**src/rtl/dri_pkg.sv**
```systemverilog
// Shared types, constants and tables of the dead-reckoning integrator.
package dri_pkg;

    // Default values for the top level parameters
    localparam int CORDIC_STEPS_DEF = 16;
    localparam int POS_BITS_DEF     = 40;
    localparam int ANGLE_BITS_DEF   = 16;

    // Field widths
    localparam int OP_W      = 2;
    localparam int TIME_W    = 32;
    localparam int MOTION_W  = 3;
    localparam int OUT_W     = 40;
    localparam int HEAD_OUT_W = 16;
    localparam int UNC_W     = 48;
    localparam int HEADING_W = 32;
    localparam int SPEED_W   = 20;
    localparam int TURN_W    = 32;
    localparam int DRIFT_W   = 16;
    localparam int TDRIFT_W  = 24;
    localparam int CFG_IDX_W = 2;
    localparam int CFG_DAT_W = 32;
    localparam int DIST_W    = TIME_W + SPEED_W - 8;
    localparam int TRIG_W    = 16;
    localparam int CORD_W    = 34;
    localparam int ATAN_ENTRIES = 24;
    localparam int ATAN_IDX_W   = 5;

    // Operations
    localparam logic [OP_W-1:0] OP_UPDATE = 2'd0;
    localparam logic [OP_W-1:0] OP_SET    = 2'd1;
    localparam logic [OP_W-1:0] OP_RESET  = 2'd2;
    localparam logic [OP_W-1:0] OP_NONE   = 2'd3;

    // Motion codes
    localparam logic [MOTION_W-1:0] MOT_STOP  = 3'd0;
    localparam logic [MOTION_W-1:0] MOT_FWD   = 3'd1;
    localparam logic [MOTION_W-1:0] MOT_BACK  = 3'd2;
    localparam logic [MOTION_W-1:0] MOT_LEFT  = 3'd3;
    localparam logic [MOTION_W-1:0] MOT_RIGHT = 3'd4;

    // Register indexes and reset values
    localparam logic [CFG_IDX_W-1:0] REG_SPEED  = 2'd0;
    localparam logic [CFG_IDX_W-1:0] REG_TURN   = 2'd1;
    localparam logic [CFG_IDX_W-1:0] REG_DRIFT  = 2'd2;
    localparam logic [CFG_IDX_W-1:0] REG_TDRIFT = 2'd3;
    localparam logic [SPEED_W-1:0]  SPEED_RST  = 20'd1966;
    localparam logic [TURN_W-1:0]   TURN_RST   = 32'd1073742;
    localparam logic [DRIFT_W-1:0]  DRIFT_RST  = 16'd3277;
    localparam logic [TDRIFT_W-1:0] TDRIFT_RST = 24'd65536;

    // CORDIC start value, 0.6072529350 in Q30
    localparam logic signed [CORD_W-1:0] CORDIC_GAIN_Q30 = 34'sd652032874;

    // atan(2^-i), 2^32 units per turn
    function automatic logic [HEADING_W-1:0] atan_unit(input logic [ATAN_IDX_W-1:0] idx);
        logic [HEADING_W-1:0] v;
        case (idx)
            5'd0:  v = 32'd536870912;
            5'd1:  v = 32'd316933406;
            5'd2:  v = 32'd167458907;
            5'd3:  v = 32'd85004756;
            5'd4:  v = 32'd42667331;
            5'd5:  v = 32'd21354465;
            5'd6:  v = 32'd10679838;
            5'd7:  v = 32'd5340245;
            5'd8:  v = 32'd2670163;
            5'd9:  v = 32'd1335087;
            5'd10: v = 32'd667544;
            5'd11: v = 32'd333772;
            5'd12: v = 32'd166886;
            5'd13: v = 32'd83443;
            5'd14: v = 32'd41722;
            5'd15: v = 32'd20861;
            5'd16: v = 32'd10430;
            5'd17: v = 32'd5215;
            5'd18: v = 32'd2608;
            5'd19: v = 32'd1304;
            5'd20: v = 32'd652;
            5'd21: v = 32'd326;
            5'd22: v = 32'd163;
            5'd23: v = 32'd81;
            default: v = '0;
        endcase
        return v;
    endfunction

    // Commands from the controller to the datapath
    typedef struct packed {
        logic load;
        logic restart;
        logic set_time;
        logic dist_mul;
        logic cordic_step;
        logic trig;
        logic prod;
        logic move;
        logic turn_mul;
        logic head;
        logic unc_mul;
        logic unc_sum;
        logic set_motion;
        logic out_load;
    } t_dp_cmd;

    // Status from the datapath to the controller
    typedef struct packed {
        logic                started;
        logic                dt_ok;
        logic [MOTION_W-1:0] motion;
        logic [OP_W-1:0]     op;
        logic [MOTION_W-1:0] new_motion;
        logic                cordic_last;
    } t_dp_status;

endpackage

```
**src/rtl/dri_ctrl.sv**
```systemverilog
// Controller: sequences one request through the datapath and owns the request and result handshakes.
module dri_ctrl (
    input  logic                  i_clk,
    input  logic                  i_rst_n,
    input  logic                  i_in_valid,
    output logic                  o_in_ready,
    output logic                  o_out_valid,
    input  logic                  i_out_ready,
    input  dri_pkg::t_dp_status   i_status,
    output dri_pkg::t_dp_cmd      o_cmd
);
    localparam logic [3:0] S_IDLE   = 4'd0;
    localparam logic [3:0] S_DECIDE = 4'd1;
    localparam logic [3:0] S_DIST   = 4'd2;
    localparam logic [3:0] S_CORDIC = 4'd3;
    localparam logic [3:0] S_TRIG   = 4'd4;
    localparam logic [3:0] S_PROD   = 4'd5;
    localparam logic [3:0] S_MOVE   = 4'd6;
    localparam logic [3:0] S_TURN   = 4'd7;
    localparam logic [3:0] S_HEAD   = 4'd8;
    localparam logic [3:0] S_UNC    = 4'd9;
    localparam logic [3:0] S_SUM    = 4'd10;
    localparam logic [3:0] S_EMIT   = 4'd11;

    logic [3:0] r_state, n_state;
    logic       r_out_valid, n_out_valid;
    logic       straight, turning, slot_free;

    assign straight  = (i_status.motion == dri_pkg::MOT_FWD) ||
                       (i_status.motion == dri_pkg::MOT_BACK);
    assign turning   = (i_status.motion == dri_pkg::MOT_LEFT) ||
                       (i_status.motion == dri_pkg::MOT_RIGHT);
    assign slot_free = !r_out_valid || i_out_ready;

    assign o_in_ready  = (r_state == S_IDLE);
    assign o_out_valid = r_out_valid;

    // Next state and commands
    always_comb begin
        n_state     = r_state;
        n_out_valid = r_out_valid && !i_out_ready;
        o_cmd       = '0;
        case (r_state)
            S_IDLE: begin
                if (i_in_valid) begin
                    o_cmd.load = 1'b1;
                    n_state    = S_DECIDE;
                end
            end
            S_DECIDE: begin
                if ((i_status.op == dri_pkg::OP_RESET) ||
                    ((i_status.op != dri_pkg::OP_NONE) && !i_status.started)) begin
                    o_cmd.restart = 1'b1;
                    n_state       = S_UNC;
                end else if ((i_status.op == dri_pkg::OP_NONE) || !i_status.dt_ok) begin
                    n_state = S_UNC;
                end else begin
                    o_cmd.set_time = 1'b1;
                    if (straight)
                        n_state = S_DIST;
                    else if (turning)
                        n_state = S_TURN;
                    else
                        n_state = S_UNC;
                end
            end
            S_DIST: begin
                o_cmd.dist_mul = 1'b1;
                n_state        = S_CORDIC;
            end
            S_CORDIC: begin
                o_cmd.cordic_step = 1'b1;
                if (i_status.cordic_last)
                    n_state = S_TRIG;
            end
            S_TRIG: begin
                o_cmd.trig = 1'b1;
                n_state    = S_PROD;
            end
            S_PROD: begin
                o_cmd.prod = 1'b1;
                n_state    = S_MOVE;
            end
            S_MOVE: begin
                o_cmd.move = 1'b1;
                n_state    = S_UNC;
            end
            S_TURN: begin
                o_cmd.turn_mul = 1'b1;
                n_state        = S_HEAD;
            end
            S_HEAD: begin
                o_cmd.head = 1'b1;
                n_state    = S_UNC;
            end
            S_UNC: begin
                o_cmd.unc_mul    = 1'b1;
                o_cmd.set_motion = (i_status.op == dri_pkg::OP_SET) &&
                                   (i_status.new_motion <= dri_pkg::MOT_RIGHT);
                n_state          = S_SUM;
            end
            S_SUM: begin
                o_cmd.unc_sum = 1'b1;
                n_state       = S_EMIT;
            end
            S_EMIT: begin
                if (slot_free) begin
                    o_cmd.out_load = 1'b1;
                    n_out_valid    = 1'b1;
                    n_state        = S_IDLE;
                end
            end
            default: n_state = S_IDLE;
        endcase
    end

    always_ff @(posedge i_clk) begin
        if (!i_rst_n) begin
            r_state     <= S_IDLE;
            r_out_valid <= 1'b0;
        end else begin
            r_state     <= n_state;
            r_out_valid <= n_out_valid;
        end
    end

`ifndef ASSERT_OFF
    a_accept_leaves_idle: assert property (@(posedge i_clk) disable iff (!i_rst_n)
        (i_in_valid && o_in_ready) |=> (r_state == S_DECIDE))
        else $error("accepted request did not start processing");

    a_load_sets_valid: assert property (@(posedge i_clk) disable iff (!i_rst_n)
        o_cmd.out_load |=> r_out_valid)
        else $error("result loaded without valid");

    a_cordic_straight_only: assert property (@(posedge i_clk) disable iff (!i_rst_n)
        (r_state == S_DIST) |-> straight)
        else $error("CORDIC started while not moving straight");

    a_one_update: assert property (@(posedge i_clk) disable iff (!i_rst_n)
        $onehot0({o_cmd.restart, o_cmd.move, o_cmd.head, o_cmd.set_motion}))
        else $error("conflicting state updates");

    a_no_overwrite: assert property (@(posedge i_clk) disable iff (!i_rst_n)
        (r_out_valid && !i_out_ready) |-> !o_cmd.out_load)
        else $error("pending result overwritten");
`endif

endmodule

```
**config.mk**
```make
export PLATFORM = sky130hd
export DESIGN_NAME = dri_ctrl
export DESIGN_NICKNAME = d
export VERILOG_FILES = /design/src/rtl/dri_pkg.sv /design/src/rtl/dri_ctrl.sv
export SDC_FILE = /design/constraint.sdc
export NUM_CORES = 1
export LEC_CHECK = 0
export BUFFER_PORTS_ARGS = -buffer_cell sky130_fd_sc_hd__buf_2
export CAP_MARGIN = 20
export CORE_AREA = 2 2 39 41
export DETAILED_ROUTE_END_ITERATION = 12
export DIE_AREA = 0 0 41 43
export PLACE_DENSITY = 0.73
export SYNTH_ARGS = -nofsm -noshare
export SYNTH_HDL_FRONTEND = slang
export SYNTH_SLANG_ARGS = --single-unit
```
**constraint.sdc**
```tcl
create_clock -name i_clk -period 2.25 [get_ports i_clk]
set_clock_uncertainty 0.2 [all_clocks]
set_input_delay 0.1125 -clock i_clk [delete_from_list [all_inputs] [get_ports i_clk]]
set_output_delay 0.1125 -clock i_clk [all_outputs]
set_load 0.02 [all_outputs]
```
# After elaboration in Yosys (flattened, before gate mapping)
# Index checks and enable logic that the tools add are counted.
[word_totals]
elab_cells = 68
out_inout_bits = 16
register_bits = 5
[op_classes]
n_eq_ne = 22
reduce_logical = 15
n_lt_le_gt_ge = 1
muxes = 28
[op_table]
columns = ["op", "count"]
rows = [
  ["$pmux W4 S11", 1],
  ["$mux W4", 7],
  ["$mux W1", 19],
  ["$eq A4 B3 Y1 const B", 4],
  ["$eq A4 B4 Y1 const B", 4],
  ["$eq A4 B2 Y1 const B", 2],
  ["$ne A2 B2 Y1 const B", 4],
  ["$eq A3 B2 Y1 const B", 2],
  ["$logic_or A1 B1 Y1", 5],
  ["$eq A2 B2 Y1 const B", 2],
  ["$eq A4 B1 Y1 const B", 1],
  ["$logic_not A1 Y1", 4],
  ["$logic_not A4 Y1", 1],
  ["$eq A3 B1 Y1 const B", 1],
  ["$eq A3 B3 Y1 const B", 1],
  ["$le A3 B3 Y1 const B", 1],
  ["$logic_and A1 B1 Y1", 3],
  ["$reduce_and A3 Y1", 1],
  ["$eq A2 B1 Y1 const B", 1],
  ["$mux W2", 1],
  ["$reduce_or A2 Y1", 1],
]

# Logic depth before layout (Yosys ltp)
[depth]
word_depth = 7
depth_mapped = 5

# Least setup slack after synthesis
# Ideal clock, no wire load.
[synth_timing]
path_type = "register -> output"
from = "register r_state[2]"
to = "output port o_cmd[13] (netlist name)"
stages_incl_launch_ff = 4
required_ns = 1.938
arrival_ns = 1.558
slack_ns = 0.380
cell_sequence = "dfxtp_1 > buf_6 > nor4_1 > and2_1"
[synth_rtl]
columns = ["item", "line_no", "rtl"]
rows = [
  ["start: declaration", "dri_ctrl.sv:25", "logic [3:0] r_state, n_state;"],
  ["start signal: assignment", "dri_ctrl.sv:122", "r_state <= n_state;"],
  ["end: declaration", "dri_ctrl.sv:10", "output dri_pkg::t_dp_cmd o_cmd"],
]

==> metrics.md <==
| Metric | Value |
|---|---|
| Status | complete, no violations |
| Final ANT Viol Nets | 0 |
| Element type at the critical path start | register |
| Worst endpoint required time | between 1.5 and 2 ns |
| Horizontal extent of the die | just over 40 um |
| IO Port Bufs | 30 |
| First-pass detailed-route iteration total | 4 |
| Max-cap check violation count | 0 |
| Area taken by flip-flops and latches | 100 um^2 |
| Gpl congestion | around 0.87 |
| Largest cells by area after synthesis | dfxtp_1 20%, nor3_1 7.8%, nor2_1 6.6% |
| Master cell of the clock root buffer | clkbuf_4 |
| Worst Path Arrival | roughly 1.6 ns |
| Post-synthesis cell type with the largest combined area | dfxtp_1 |
| CTS sink count | 5 |
| Pin count of the biggest net entering global routing | 15 |
| Routed wire length | 1.32 mm |
| Number of inserted filler cells in the final layout | 146 |
| Net switching component of the power | roughly 170 uW |
| Number of rows in the core area | 14 |
| Detailed router's first-iteration violation count | 4 |
| Number of cells produced by synthesis | between 60 and 70 |
| CTS H-Tree Depth | 1 |
| Setup CP Type | reg2out |
| Total number of vias | 601 |
| Via count normalized by instance count | 5.18 |
| Effective utilization at floorplan | 0.371 |
| Inserted Diodes | 0 |
| Timing endpoint of the critical path | o_cmd[1] |
| Routed wirelength normalized by instance count | 11.4 um |
| Part of the power in registers | 0.324 |
| Antenna violations before repair | 0 |
| Maximum operating frequency | about 0.53 GHz |
| Logic depth of the worst register-to-register path | 3 |
| Clock tree from TritonCTS | built |
| Number of setup violations in the final report | 0 |
| Wire length of the first global-routing pass | between 1.5 and 2 mm |
| Post-synth top cells | 9 x nor2_1, 8 x nor3_1, 5 x dfxtp_1 |
| Time the final worst path needs with I/O delays and setup | 1.88 ns |
| Power per Cell Area | between 600 and 700 nW/um^2 |
| Ys async rst share | 0 |
| Clock slew at the register clock pins of the worst setup and hold paths | roughly 0.04 ns |
| R2r endpoint | r_state[0] |
| Total standard cell area after synthesis | between 500 and 600 um^2 |
| Worst hold margin | about 0.046 ns |
| Worst VDD drop | around 340 uV |
| Post-synth top area share | 0.195 |
| Std-Cell Core Area | 1380 um^2 |
| Clock network fraction of design power | 0.254 |
| Delay contributed by the slowest stage of the critical path | approximately 0.57 ns |
| Warning count from the yosys run | 0 |
| Worst reg2reg startpoint | r_state[2] |
| Number of global-route vias before repair | 482 |
| Commonest register cell after synthesis | dfxtp_1 |
| Sequential-to-total area share from yosys stat | 0.195 |
| Max_slew headroom | 0.716 |
| Nets | 116 |
| Footprint of the multi-input gates | approximately 370 um^2 |
| Switching fraction of total power | 0.421 |
| Placed cell count | roughly 110 |
| CP Capture Type | output port |
| Hold Buf Count CTS | 1 |
| Gr ovfl total | 0 |
| Layout cells sized above 1 | 0.370 |
| Critical-path maximum fanout | 14 |
| Total routing resource utilization after global routing | 0.156 |
| Post-synthesis cell type count | 32 |
| Number of register bits inferred by synthesis | 5 |
| Number of hold violations in the final report | 0 |
| Number of enable flip-flop cells after synthesis | 0 |
| TritonCTS buffer count | 3 |
| Die Area | roughly 1800 um^2 |
| Final-layout setup total negative slack | 0 ns |
| Part of the power in combinational logic | 0.423 |
| Reg2reg setup slack | 0.63 ns |
| Clock latency reported for the late side of the worst-skew pair | between 0.2 and 0.3 ns |
| Number of cells upsized or downsized after cts | 0 |
| Crit share post-route | 0.837 |
| Total setup buffers inserted after CTS | 0 |
| I/O pin count | 31 |
| Unrepaired setup endpoints after global routing | false |
| Area Growth Syn to Fin | 32.7% |
| Final std cells w/o fill | 116 |
| Crit path from | r_state[2] |
| Post-detailed-placement half-perimeter wirelength | 1.04 mm |
| Post-Synthesis Mean Instance Area | about 7.4 um^2 |
| Most instantiated library cell after synthesis | nor2_1 |
| Net count of the mapped netlist | 84 |
| Ordered cell list for the critical path | nand2b_1 -> nor2_1 -> and4b_1 -> buf_2 |
| Leak pwr | between 0.3 and 0.4 nW |
| DR DRC count | 0 |
| Chip height | about 43 um |
| Slew Limit Fails | 0 |
| Measured slew at the worst slew-check pin | 0.426 ns |
| HP Class | in2reg |
| Power Internal | roughly 240 uW |
| Buffers from clock root to sink, at most | 2 |
| Slowest cell on the critical path | dfxtp_1 |
==> placed cells by master, fill, tap and decap left out, types with 3 or more instances in the layout <==
cell	instances
buf_2	30
nor2_1	9
nor3_1	8
dfxtp_1	5
nand2b_1	4
nand2_1	4
o21ai_0	4
o21a_1	3
clkbuf_4	3
==> cells by family after synthesis <==
group | after synthesis | synth area share
and+or+nand+nor | 37 | 0.419
AOI/OAI and AO/OA | 21 | 0.285
buffers and inverters | 5 | 0.0829
DFF | 5 | 0.195
xor gates and xnor gates | 1 | 0.0171
==> worst max-delay path: cells and delay by family, from the launching register on <==
kind | cells | cell delay [ns]
and+or+nand+nor | 3 | 0.60
buffers and inverters | 1 | 0.15
DFF | 1 | 0.57
==> worst min-delay path by stage <==
| stage | startpoint | endpoint | slack, ns | cells after the start |
|---|---|---|---|---|
| 6_report | i_out_ready | o_out_valid | 0.05 | 3 |
| 5_1_grt | i_out_ready | o_out_valid | 0.07 | 3 |
| 4_1_cts | i_out_ready | o_out_valid | 0.04 | 3 |
| 3_5_place_dp | i_rst_n | o_out_valid | 0.20 | 2 |
| 3_3_place_gp | i_rst_n | o_out_valid | 0.19 | 2 |
| 2_1_floorplan | i_rst_n | o_out_valid | 0.03 | 1 |
==> power groups by stage <==
| stage | Sequential (mW) | Combinational (mW) | Clock, mW |
|---|---|---|---|
| after global routing | 0.138 | 0.190 | 0.114 |
| final | 0.135 | 0.176 | 0.105 |
| after global placement | 0.133 | 0.171 | 0 |
| after floorplan | 0.111 | 0.152 | 0 |
| after CTS | 0.133 | 0.176 | 0.108 |
| after detailed placement | 0.135 | 0.175 | 0 |
==> cell type report <==
type | count | area share
Inverter | 1 | 0.00551
Multi-Input combinational cell | 59 | 0.544
Clock buffer | 4 | 0.0386
Tap cell | 16 | 0.0294
Timing Repair Buffer | 31 | 0.235
Sequential cell | 5 | 0.147
==> flip-flops by register name, summed over array words and instances, names as in the netlist <==
| register | cells |
|---|---|
| r_state | 4 |
| o_out_valid | 1 |
==> stage by stage <==
| stage | util | cell area, um^2 | worst slack [ns] | total power [mW] |
|---|---|---|---|---|
| 2_1_floorplan | - | 513 | 0.380 | 0.263 |
| 5_1_grt | 0.492 | 681 | 0.222 | 0.442 |
| 3_3_place_gp | 0.466 | 644 | 0.629 | 0.304 |
| 3_5_place_dp | 0.466 | 644 | 0.640 | 0.309 |
| 6_report | 0.492 | 681 | 0.366 | 0.416 |
| 4_1_cts | 0.492 | 681 | 0.371 | 0.417 |
==> layer usage <==
layer  global-route usage  vias to the layer above  part of all wire
li1                     -                      317                 -
met1                0.179                      258              0.45
met2                0.247                       22              0.46
met3               0.0314                        4             0.062
met4                0.100                        0             0.023
met5                    0                        -                 0
No activity file was read; power rests on OpenSTA's default activity.
